==> src/rtl/pse_pkg.sv <==
// ----------------------------------------------------------------------------
// pse_pkg
// Shared widths, command and status codes, datapath operation codes and the
// control/status structs that join the sieve controller and datapath.
// ----------------------------------------------------------------------------
package pse_pkg;

	localparam int SIEVE_BITS_DEF = 65536;

	localparam int LIMIT_W  = 17;
	localparam int CMD_W    = 2;
	localparam int VALUE_W  = 16;
	localparam int ANSWER_W = 16;
	localparam int STATUS_W = 2;

	localparam int LIMIT_RESET = 65536;

	typedef logic [CMD_W-1:0]    cmd_t;
	typedef logic [STATUS_W-1:0] sts_t;
	typedef logic [3:0]          op_t;

	localparam cmd_t CMD_BUILD = 2'd0;
	localparam cmd_t CMD_TEST  = 2'd1;
	localparam cmd_t CMD_NTH   = 2'd2;

	localparam sts_t STS_OK       = 2'd0;
	localparam sts_t STS_NOTFOUND = 2'd1;
	localparam sts_t STS_NOTBUILT = 2'd2;

	// datapath operations, one per cycle
	localparam op_t OP_NONE      = 4'd0;
	localparam op_t OP_LOAD      = 4'd1;
	localparam op_t OP_FILL      = 4'd2;
	localparam op_t OP_J_READ    = 4'd3;
	localparam op_t OP_K_INIT    = 4'd4;
	localparam op_t OP_STRIKE    = 4'd5;
	localparam op_t OP_J_NEXT    = 4'd6;
	localparam op_t OP_TEST_READ = 4'd7;
	localparam op_t OP_TEST_RES  = 4'd8;
	localparam op_t OP_NTH_WALK  = 4'd9;
	localparam op_t OP_EMIT      = 4'd10;

	typedef struct packed {
		op_t  op;
		sts_t sts;
	} ctrl_t;

	typedef struct packed {
		logic k_end;
		logic sq_end;
		logic j_marked;
		logic nth_hit;
		logic nth_end;
	} stat_t;

endpackage

==> src/rtl/pse_ctrl.sv <==
// ----------------------------------------------------------------------------
// pse_ctrl
// Sieve controller: request decode, build/test/nth sequencing, built flag
// and result valid.
// ----------------------------------------------------------------------------
module pse_ctrl (
	input  logic                      clk,
	input  logic                      arst_n,
	input  logic                      req_valid,
	output logic                      req_ready,
	input  logic [pse_pkg::CMD_W-1:0] req_command,
	input  logic                      value_zero,
	input  logic                      cfg_we,
	output logic                      rsp_valid,
	input  logic                      rsp_ready,
	output pse_pkg::ctrl_t            ctrl,
	input  pse_pkg::stat_t            stat
);

	localparam logic [3:0] ST_IDLE   = 4'd0;
	localparam logic [3:0] ST_FILL   = 4'd1;
	localparam logic [3:0] ST_JCHK   = 4'd2;
	localparam logic [3:0] ST_JTEST  = 4'd3;
	localparam logic [3:0] ST_STRIKE = 4'd4;
	localparam logic [3:0] ST_TEST   = 4'd5;
	localparam logic [3:0] ST_TRES   = 4'd6;
	localparam logic [3:0] ST_NTH    = 4'd7;
	localparam logic [3:0] ST_DONE   = 4'd8;

	logic [3:0] state_q;
	logic [3:0] state_d;
	logic       built_q;
	logic       out_valid_q;
	logic       accept;
	logic       emit;

	assign req_ready = (state_q == ST_IDLE);
	assign accept    = req_valid && req_ready;
	assign emit      = (state_q == ST_DONE) && (!out_valid_q || rsp_ready);

	always_comb begin
		state_d  = state_q;
		ctrl.op  = pse_pkg::OP_NONE;
		ctrl.sts = pse_pkg::STS_OK;
		case (state_q)
			ST_IDLE: begin
				if (accept) begin
					ctrl.op = pse_pkg::OP_LOAD;
					case (req_command)
						pse_pkg::CMD_BUILD: begin
							state_d = ST_FILL;
						end
						pse_pkg::CMD_TEST: begin
							if (built_q) begin
								state_d = ST_TEST;
							end else begin
								ctrl.sts = pse_pkg::STS_NOTBUILT;
								state_d  = ST_DONE;
							end
						end
						pse_pkg::CMD_NTH: begin
							if (!built_q) begin
								ctrl.sts = pse_pkg::STS_NOTBUILT;
								state_d  = ST_DONE;
							end else if (value_zero) begin
								ctrl.sts = pse_pkg::STS_NOTFOUND;
								state_d  = ST_DONE;
							end else begin
								state_d = ST_NTH;
							end
						end
						default: begin
							state_d = ST_DONE;
						end
					endcase
				end
			end
			ST_FILL: begin
				if (stat.k_end) begin
					state_d = ST_JCHK;
				end else begin
					ctrl.op = pse_pkg::OP_FILL;
				end
			end
			ST_JCHK: begin
				if (stat.sq_end) begin
					state_d = ST_DONE;
				end else begin
					ctrl.op = pse_pkg::OP_J_READ;
					state_d = ST_JTEST;
				end
			end
			ST_JTEST: begin
				// composite j has no multiples left to strike
				if (stat.j_marked) begin
					ctrl.op = pse_pkg::OP_J_NEXT;
					state_d = ST_JCHK;
				end else begin
					ctrl.op = pse_pkg::OP_K_INIT;
					state_d = ST_STRIKE;
				end
			end
			ST_STRIKE: begin
				if (stat.k_end) begin
					ctrl.op = pse_pkg::OP_J_NEXT;
					state_d = ST_JCHK;
				end else begin
					ctrl.op = pse_pkg::OP_STRIKE;
				end
			end
			ST_TEST: begin
				ctrl.op = pse_pkg::OP_TEST_READ;
				state_d = ST_TRES;
			end
			ST_TRES: begin
				ctrl.op = pse_pkg::OP_TEST_RES;
				state_d = ST_DONE;
			end
			ST_NTH: begin
				ctrl.op = pse_pkg::OP_NTH_WALK;
				if (stat.nth_hit || stat.nth_end) begin
					state_d = ST_DONE;
				end
			end
			ST_DONE: begin
				if (emit) begin
					ctrl.op = pse_pkg::OP_EMIT;
					state_d = ST_IDLE;
				end
			end
			default: begin
				state_d = ST_IDLE;
			end
		endcase
	end

	always_ff @(posedge clk or negedge arst_n) begin
		if (!arst_n) begin
			state_q     <= ST_IDLE;
			built_q     <= 1'b0;
			out_valid_q <= 1'b0;
		end else begin
			state_q <= state_d;
			if (cfg_we) begin
				built_q <= 1'b0;
			end else if (state_q == ST_JCHK && stat.sq_end) begin
				built_q <= 1'b1;
			end
			if (emit) begin
				out_valid_q <= 1'b1;
			end else if (rsp_ready) begin
				out_valid_q <= 1'b0;
			end
		end
	end

	assign rsp_valid = out_valid_q;

endmodule

==> config.mk <==
export PLATFORM = sky130hd
export DESIGN_NAME = pse_ctrl
export DESIGN_NICKNAME = d
export VERILOG_FILES = /design/src/rtl/pse_pkg.sv /design/src/rtl/pse_ctrl.sv
export SDC_FILE = /design/constraint.sdc
export NUM_CORES = 1
export LEC_CHECK = 0
export BUFFER_PORTS_ARGS = -buffer_cell sky130_fd_sc_hd__buf_2
export CORE_MARGIN = 10
export CORE_UTILIZATION = 44
export DETAILED_ROUTE_END_ITERATION = 16
export PLACE_DENSITY = 0.79
export SLEW_MARGIN = 5
export SYNTH_ARGS = -nofsm -noshare
export SYNTH_HDL_FRONTEND = slang
export SYNTH_SLANG_ARGS = --single-unit
==> constraint.sdc <==
create_clock -name clk -period 3 [get_ports clk]
set_input_delay 0.6 -clock clk [delete_from_list [all_inputs] [get_ports clk]]
set_output_delay 0.6 -clock clk [all_outputs]
set_load 0.01 [all_outputs]
==> qor.yml, run 1 <==
layout-drive-gt1-share_pct: 25.2
synth_top_family_by_area: "compound AO/OA/AOI/OAI gates"
post-cts-setup-buffers: 0
wl_per_cell_um: 14.4
synth_fa_ha_area_share_pct: 7.31
worst_setup_path_end_kind: "output pin"
final_hold_violation_count: 0
cts-root-to-sink-buffers: 2
clock_insertion_delay_worst_skew_ns: 0.25
synthesis.area_um2: 684
period_share_pct: 76.9
clock_tree_from_tritoncts: "built"
first_iter_violations: 7
via_count: 709
cts_inserted_buffers: 3
powerDensity_nw_per_um2: 747
wl_mm: 1.77
postSynth.asyncResetShare_pct: 100
antenna_found_initial: 0
pin_count_of_the_biggest_net_entering_global_routing: 20
place_hpwl_mm: 1.36
layout_commonest_cell: "sky130_fd_sc_hd__buf_2"
worstMarginPinSlew_ns: 0.566
worst_ir_drop_vdd_uv: 465
number_of_nets_with_antenna_violations_after_detailed_routing: 0
floorplan.io_pins: 21
yosys.cell_types.count: 34
groute.usage.overall_pct: 10.1
grt.busiest_layer: "met2"
grt_first_pass_wirelength_mm: 2.86
io_buffers: 20
root_buffer: "sky130_fd_sc_hd__clkbuf_4"
setup_total_neg_slack_ns: 0
finalCriticalPeriod_ns: 2.31
globalRoute.totalOverflow: 0
met3_usage_pct: 4.08
cts_htree_levels: 1
cp_data_required_time_ns: 2.40
drv_cap: 0
syn-num-nets: 108
synthesis.area_per_instance_um2: 7.52
cts.sinks: 6
fp.dieArea_um2: 3530
grt_pass1_vias: 676
final_util_pct: 52.8
final_number_of_setup_violating_endpoints: 0
yosys_most_used_dff: "sky130_fd_sc_hd__dfrtp_1"
drc: 0
gp_congestion: 0.908
timing.max_slew.rel_slack_pct: 62.3
synth-edff-count: 0
critical_path.startpoint_type: "register"
leakagePower_uw: 0.000376
xor_xnor_cell_area_share_of_the_yosys_netlist_pct: 0
met1_usage_pct: 11.2
path_clk_slew_ns: 0.04
ctsHoldBuffers: 0
synthesis.yosys.warnings: 0
die_width_um: 59.4
synthMuxAreaShare_pct: 6.22
grtUsageMet2_pct: 16.6
core_area_um2: 1490
worst_path_fanout_max: 19
yosys_register_bits: 6
row_count: 14
hp-class: "in -> async"
synth_sequential_area_ratio_pct: 21.9
design.final.nets: 126
first_pass_iters: 4
finalClockSkew_ns: 0.00188
routed_via_density: 5.76
overall_die_height_um: 59.4
initial_utilization_pct: 46.0
most-common-layout-cells: "sky130_fd_sc_hd__buf_2 (20), sky130_fd_sc_hd__nor2_1 (13), sky130_fd_sc_hd__inv_1 (6), sky130_fd_sc_hd__dfrtp_1 (6)"
cp.arrival_ns: 1.71
antenna_diode_count: 0
post_cts_resize_count: 0
grt_setup_unrepaired: "false"
synth_compound_area_share_pct: 28.3
run_status: "finished clean"
layout.filler_cells: 159
synthSimpleGateAreaFrac_pct: 26.9
achievable-frequency_mhz: 433
worstSetupPathType: "reg -> out"
maxSlewViolCount: 0
postSynthCellCount: 91
areaGrowthSynthToFinish_pct: 14.8
-- synthesized netlist by cell type, drive strengths merged (3+ instances only) --
master | count | area, µm²
nor3 | 4 | 20.0
nor2 | 13 | 48.8
ha | 4 | 50.1
a21oi | 5 | 25.0
nand3 | 4 | 20.0
inv | 6 | 22.5
o21ai | 3 | 15.0
a21boi | 3 | 22.5
nor2b | 4 | 25.0
nand2 | 5 | 18.8
buf | 7 | 41.3
a31oi | 4 | 25.0
dfrtp | 6 | 150
-- path summary, 6_finish.rpt --
check                           start          to  slack [ns]  depth (start not counted)
min reg2reg                 rsp_valid   rsp_valid        0.56                          2
max reg2reg                state_q[0]  state_q[2]        1.36                          4
min in group clk               cfg_we     built_q        0.51                          2
max                        state_q[2]     ctrl[1]        0.69                          4
min                            arst_n  state_q[3]        0.16                          1
max in group asynchronous      arst_n  state_q[0]        2.70                          1
-- registers in the layout, summed over array words and instances, names as in the netlist --
signal and cells:
built_q 1, rsp_valid 1, state_q 4
-- per-layer routing --
metal	routed length, µm	vias to the layer above
met5	0	-
met4	19	0
met3	93	2
met2	845	19
met1	809	330
li1	-	358
-- area by class of cell --
type	count	area [µm²]	area share, %
multi-input cells	72	470	59.9
flip-flops and latches	6	150	19.1
repair buffers	20	100	12.7
clock buffers	3	22.5	2.87
inverters	6	22.5	2.87
well taps	16	20.0	2.55
-- report_power, final --
| group | leakage [µW] | internal [µW] | total (µW) | switching, µW |
|---|---|---|---|---|
| clock network | 0.0000138 | 45.2 | 73.9 | 28.7 |
| logic | 0.000282 | 152 | 316 | 163 |
| registers | 0.0000807 | 106 | 198 | 91.9 |
-- critical path, stage by stage, from the launching register on --
cell and delay, ns:
sky130_fd_sc_hd__dfrtp_1 0.57, sky130_fd_sc_hd__nor4_2 0.41, sky130_fd_sc_hd__nand3_1 0.14, sky130_fd_sc_hd__nor3_1 0.17, sky130_fd_sc_hd__buf_2 0.16
-- through the flow --
step | hold slack [ns] | instance area [µm²] | total power, µW | std cells | setup slack (ns)
floorplan | 0.304 | 684 | 433 | 91 | 1.04
global placement | 0.425 | 763 | 503 | 120 | 0.941
detailed placement | 0.428 | 763 | 512 | 120 | 0.923
CTS | 0.167 | 786 | 592 | 123 | 0.660
global route | 0.173 | 786 | 638 | 123 | 0.498
finish | 0.165 | 786 | 587 | 123 | 0.693
-- logic make-up after synthesis --
| kind of cell | Yosys count |
|---|---|
| AND/OR/NAND/NOR | 36 |
| AO/OA/AOI/OAI | 28 |
| buffers and inverters | 13 |
| flip-flops | 6 |
| multiplexers | 4 |
| adder cells (fa/ha/maj) | 4 |
Power figures use the tool's default switching activity.
==> run 2, diff against run 1 <==
--- a/config.mk
+++ b/config.mk
@@ -5,11 +5,12 @@
 export SDC_FILE = /design/constraint.sdc
 export NUM_CORES = 1
 export LEC_CHECK = 0
+export ABC_AREA = 1
 export BUFFER_PORTS_ARGS = -buffer_cell sky130_fd_sc_hd__buf_2
 export CORE_MARGIN = 10
-export CORE_UTILIZATION = 44
+export CORE_UTILIZATION = 43
 export DETAILED_ROUTE_END_ITERATION = 16
-export PLACE_DENSITY = 0.79
+export PLACE_DENSITY = 0.82
 export SLEW_MARGIN = 5
 export SYNTH_ARGS = -nofsm -noshare
 export SYNTH_HDL_FRONTEND = slang
==> constraint.sdc (replaced) <==
create_clock -name clk -period 2 [get_ports clk]
set_input_delay 0.4 -clock clk [delete_from_list [all_inputs] [get_ports clk]]
set_output_delay 0.4 -clock clk [all_outputs]
set_load 0.01 [all_outputs]
==> run 2 against run 1 <==
Sequential share of layout area rose by 0.068 points. Largest power group unchanged. Worst hold slack gained 0.14 ns. Clock-buffer cell count is the same.
==> qor.yml, run 2 <==
globalRoute.totalOverflow: 0
finalClockSkew_ns: 0.00333
cts-root-to-sink-buffers: 2
finalCriticalPeriod_ns: 1.89
maxSlewViolCount: 0
synthesis.area_um2: 614
via_count: 755
placedInstanceArea_um2: 733
place_hpwl_mm: 1.53
synth_sequential_area_ratio_pct: 24.4
achievable-frequency_mhz: 528
postSynth.asyncResetShare_pct: 100
wl_met1_um: 799
drc: 0
cts_htree_levels: 1
r2r.worst_path.cells: 9
cts_inserted_buffers: 3
layout_commonest_cell: "sky130_fd_sc_hd__nand2_1"
core_area_um2: 1320
reg2reg_from: "state_q[2]"
worst_setup_path_startpoint: "state_q[3]"
run_status: "finished clean"
fp.dieArea_um2: 3340
yosys_most_used_dff: "sky130_fd_sc_hd__dfrtp_1"
drv_cap: 0
worst_path_fanout_max: 8
crit_path_cell_trace: "nor2_4 > buf_4 > nand2_1 > nor2_1 > nor3_1 > nand3_1 > buf_2"
cp_slowest_cell: "sky130_fd_sc_hd__dfrtp_1"
routed_via_density: 5.14
cts.sinks: 6
setup_total_neg_slack_ns: 0
final_hold_violation_count: 0
path_clk_slew_ns: 0.04
hp-class: "in -> reg"
largest_register_ff_count: 4
r2r_setup_slack_ns: 0.67
dp.cells: 142
row_count: 13
place_ws_ns: 0.272
yosys.cell_types.count: 12
number_of_nets_with_antenna_violations_after_detailed_routing: 0
antenna_found_initial: 0
cp.arrival_ns: 1.49
synthDominantAreaCellType: "sky130_fd_sc_hd__dfrtp_1"
grt_first_pass_wirelength_mm: 2.95
areaGrowthSynthToFinish_pct: 28.5
met2WireLength_um: 848
postSynthCellCount: 107
grt_pass1_vias: 732
yosys_register_bits: 6
synth.top_cells.by_count: "sky130_fd_sc_hd__nand2_1 (32), sky130_fd_sc_hd__inv_1 (22), sky130_fd_sc_hd__nand3_1 (16)"
wl_per_cell_um: 12.2
post-synth-top-count-cell: "sky130_fd_sc_hd__nand2_1"
io_buffers: 20
largest_reg_by_ff_count: "state_q"
netlist.area_leader.share_pct: 24.4
timing.critical_path.slowest_cell_delay_ns: 0.42
cp_data_required_time_ns: 1.60
clock_tree_from_tritoncts: "built"
pin_count_of_the_biggest_net_entering_global_routing: 10
period_share_pct: 94.7
worst_slack_ns: 0.105
synthesis.yosys.warnings: 0
first_iter_violations: 29
worstMarginPinSlew_ns: 0.248
initial_utilization_pct: 46.6
timing.max_slew.rel_slack_pct: 83.3
met3RoutedLength_um: 137
final.hold.worst_slack_ns: 0.307
fin_area_um2: 790
synthesis.area_per_instance_um2: 5.74
post_layout_nonfiller_instances: 147
worst_ir_drop_vdd_uv: 514
root_buffer: "sky130_fd_sc_hd__clkbuf_4"
syn-num-nets: 124
overall_die_height_um: 57.8
die_width_um: 57.8
layout-drive-gt1-share_pct: 25.0
worst_setup_path_end_kind: "output pin"
powerDensity_nw_per_um2: 1150
design.final.nets: 151
netlist_top_cells_area: "sky130_fd_sc_hd__dfrtp_1 (24%), sky130_fd_sc_hd__nand2_1 (20%), sky130_fd_sc_hd__inv_1 (13%)"
critical_path.startpoint_type: "register"
gp_congestion: 0.900
final_number_of_setup_violating_endpoints: 0
wl_mm: 1.80
critical_path.endpoint: "ctrl[3]"
r2r-end: "state_q[1]"
groute.usage.overall_pct: 10.7
antenna_diode_count: 0
synth-edff-count: 0
clock_insertion_delay_worst_skew_ns: 0.24
worstSetupPathType: "reg -> out"
grt_setup_unrepaired: "false"
top_signal_layer_used: "met4"
floorplan.io_pins: 21
first_pass_iters: 4
most-common-layout-cells: "sky130_fd_sc_hd__nand2_1 (32), sky130_fd_sc_hd__inv_1 (22), sky130_fd_sc_hd__buf_2 (20)"
leakagePower_uw: 0.000525
-- run 2: what timing repair did --
action	in CTS	in global routing
endpoints found under the setup margin	0	4
gates resized for setup	0	4
hold endpoints to repair	6	0
setup buffers	0	1
hold buffers	1	0
-- run 2: critical path, delay by kind of cell (launching register included) --
kind          cells  cell delay (ns)
flops             1             0.42
simple gates      5             0.55
buf+inv           2             0.28
-- run 2: final cells by class --
cell class	count	area, µm²
sequential	6	151
fill	139	528
clock buffer	3	22.5
tap	15	18.8
inverter	22	82.6
timing repair buffer	22	118
multi-input combinational	79	397
-- run 2: metal layers --
layer / up-vias / track usage [%]
met5: - / 0
met4: 0 / 3.69
met3: 2 / 4.36
met2: 33 / 18.3
met1: 339 / 11.5
li1: 381 / -
-- run 2: logic make-up after synthesis --
kind of cell             synth area share (%)
adder cells (fa/ha/maj)                  8.15
AND/OR/NAND/NOR                          50.1
AO/OA/AOI/OAI                            3.87
buffers and inverters                    13.4
flip-flops                               24.4
-- run 2: report_power, final --
group / internal [µW] / switching (µW) / total (µW)
combinational: 211 / 363 / 574
clock: 67.8 / 42.5 / 110
sequential: 165 / 56.3 / 221
total: 443 / 462 / 905
-- run 2: metrics by stage --
step / utilization [%] / power (µW)
final: 59.9 / 905
after global routing: 59.9 / 997
after CTS: 58.1 / 868
after detailed placement: 55.7 / 754
after global placement: 55.7 / 729
after floorplan: - / 575
-- run 2: worst min-delay path by stage --
stage            from  slack [ns]  cells after the start         to
2_1_floorplan  arst_n        0.10                      0    built_q
3_3_place_gp   arst_n        0.23                      1  rsp_valid
3_5_place_dp   arst_n        0.23                      1  rsp_valid
4_1_cts        cfg_we        0.32                      2    built_q
5_1_grt        cfg_we        0.31                      2    built_q
6_report       cfg_we        0.31                      2    built_q
==> run 3, diff against run 2 <==
--- a/config.mk
+++ b/config.mk
@@ -10,7 +10,7 @@
 export CORE_MARGIN = 10
 export CORE_UTILIZATION = 43
 export DETAILED_ROUTE_END_ITERATION = 16
-export PLACE_DENSITY = 0.82
+export PLACE_DENSITY = 0.83
 export SLEW_MARGIN = 5
 export SYNTH_ARGS = -nofsm -noshare
 export SYNTH_HDL_FRONTEND = slang
==> run 3 against run 2 <==
Highest routed layer is now met3. Sequential power is essentially flat. Flip-flop and latch count is the same. Setup slack gained 0.018 ns. Largest power group unchanged.
==> qor.yml, run 3 (same netlist as run 2, synthesis figures left out) <==
antenna_found_initial: 0
internal_cell_power_uw: 427
first_pass_iters: 4
areaGrowthSynthToFinish_pct: 26.3
grt_setup_unrepaired: "false"
cp_data_required_time_ns: 1.60
setup_total_neg_slack_ns: 0
die_width_um: 57.8
via_count: 740
largest_reg_by_ff_count: "state_q"
cts-root-to-sink-buffers: 2
reg2reg_from: "state_q[0]"
clock_insertion_delay_worst_skew_ns: 0.24
groute.usage.overall_pct: 9.96
first_iter_violations: 30
cts_inserted_buffers: 3
pin_count_of_the_biggest_net_entering_global_routing: 10
final_util_pct: 58.9
design.final.nets: 150
initial_utilization_pct: 46.6
grt_first_pass_wirelength_mm: 2.86
finalClockSkew_ns: 0.00274
period_share_pct: 93.8
layout.filler_cells: 128
fp.dieArea_um2: 3340
power_uw: 876
io_buffers: 20
worst_path_fanout_max: 6
number_of_nets_with_antenna_violations_after_detailed_routing: 0
timing.max_slew.rel_slack_pct: 81.4
post-cts-setup-buffers: 0
run_status: "finished clean"
antenna_diode_count: 0
crit_path_cell_trace: "nor2_4 > nand2_1 > nor2_1 > inv_1 > nor3_1 > buf_2"
cp.arrival_ns: 1.48
cp_slowest_cell: "sky130_fd_sc_hd__dfrtp_1"
clock_tree_from_tritoncts: "built"
worstMarginPinSlew_ns: 0.276
seqCellArea_um2: 150
worst_hold_startpoint: "cfg_we"
placedInstanceArea_um2: 733
grt_pass1_vias: 706
cts.sinks: 6
layout-drive-gt1-share_pct: 22.9
share_seq_of_total_power_pct: 25.4
final_hold_violation_count: 0
share_comb_of_total_power_pct: 62.4
maxSlewViolCount: 0
met3RoutedLength_um: 142
core_area_um2: 1320
place_hpwl_mm: 1.39
most-common-layout-cells: "sky130_fd_sc_hd__nand2_1 (32), sky130_fd_sc_hd__inv_1 (22), sky130_fd_sc_hd__buf_2 (20)"
path_clk_slew_ns: 0.04
drc: 0
overall_die_height_um: 57.8
gp_congestion: 0.854
row_count: 13
top_signal_layer_used: "met3"
met2WireLength_um: 751
cts_htree_levels: 1
worst_setup_path_startpoint: "state_q[0]"
clkPwrFrac_pct: 12.2
swShare_pct: 51.2
wl_met1_um: 801
floorplan.io_pins: 21
routed_via_density: 5.07
timing.critical_path.slowest_cell_delay_ns: 0.46
drv_cap: 0
worstSetupPathType: "reg -> out"
worst_ir_drop_vdd_uv: 675
globalRoute.totalOverflow: 0
dp.cells: 142
critical_path.startpoint_type: "register"
p_sw_uw: 448
powerDensity_nw_per_um2: 1130
wl_mm: 1.70
final_number_of_setup_violating_endpoints: 0
wl_per_cell_um: 11.6
finalCriticalPeriod_ns: 1.88
root_buffer: "sky130_fd_sc_hd__clkbuf_4"
post_layout_nonfiller_instances: 146
layout_commonest_cell: "sky130_fd_sc_hd__nand2_1"
multi_input_gate_area_um2: 392
worst_setup_path_end_kind: "output pin"
fin_area_um2: 776
leakagePower_uw: 0.000522
largest_register_ff_count: 4
hp-class: "in -> reg"
achievable-frequency_mhz: 533
==> run 3: cell types whose count changed in the layout (fill, tap and decap cells not counted) <==
cell | previous run | this run
sky130_fd_sc_hd__buf_4 | 1 | 0
sky130_fd_sc_hd__dfrtp_1 | 5 | 6
sky130_fd_sc_hd__dfrtp_2 | 1 | 0
sky130_fd_sc_hd__nor3_1 | 2 | 3
sky130_fd_sc_hd__nor3_2 | 1 | 0
==> run 3: critical path, delay by kind of cell (launching register included) <==
| kind | cells | cell delay, ns |
|---|---|---|
| and+or+nand+nor | 4 | 0.53 |
| DFF | 1 | 0.46 |
| buffers and inverters | 2 | 0.24 |
==> run 3: worst paths after layout <==
path                       depth (start not counted)         end  slack, ns
max                                                6     ctrl[1]       0.12
min                                                2     built_q       0.31
max reg2reg                                        8  state_q[1]       0.72
min reg2reg                                        2  state_q[2]       0.57
max in group asynchronous                          2     built_q       1.32
min in group asynchronous                          2  state_q[1]       0.54
==> run 3: power groups by stage <==
stage	registers [µW]	clock network, µW	logic (µW)
after detailed placement	210	0	530
after floorplan	206	0	369
final	223	107	546
after CTS	208	110	534
after global placement	205	0	524
after global routing	229	124	627
==> run 3: per-stage QoR <==
stage	setup slack, ns	hold WS (ns)
after floorplan	0.457	0.104
after global placement	0.388	0.224
after detailed placement	0.305	0.225
after CTS	0.0536	0.304
after global routing	0.00613	0.307
final	0.124	0.306
==> run 3: repair_timing <==
item	in CTS	in global routing
setup endpoints to repair	0	4
endpoints found under the hold margin	6	0
gates resized for setup	0	2
hold buffers	1	0
==> run 3: final cells by class <==
class,instances,area share (%)
Timing Repair Buffer,21,14.2
Tap cell,15,2.42
Clock buffer,3,2.90
Inverter,22,10.6
Sequential cell,6,19.4
Multi-Input combinational cell,79,50.5
==> run 3: layer usage <==
metal	vias up	track usage [%]
li1	377	-
met1	330	12.3
met2	33	16.0
met3	0	4.36
met4	0	1.01
met5	-	0
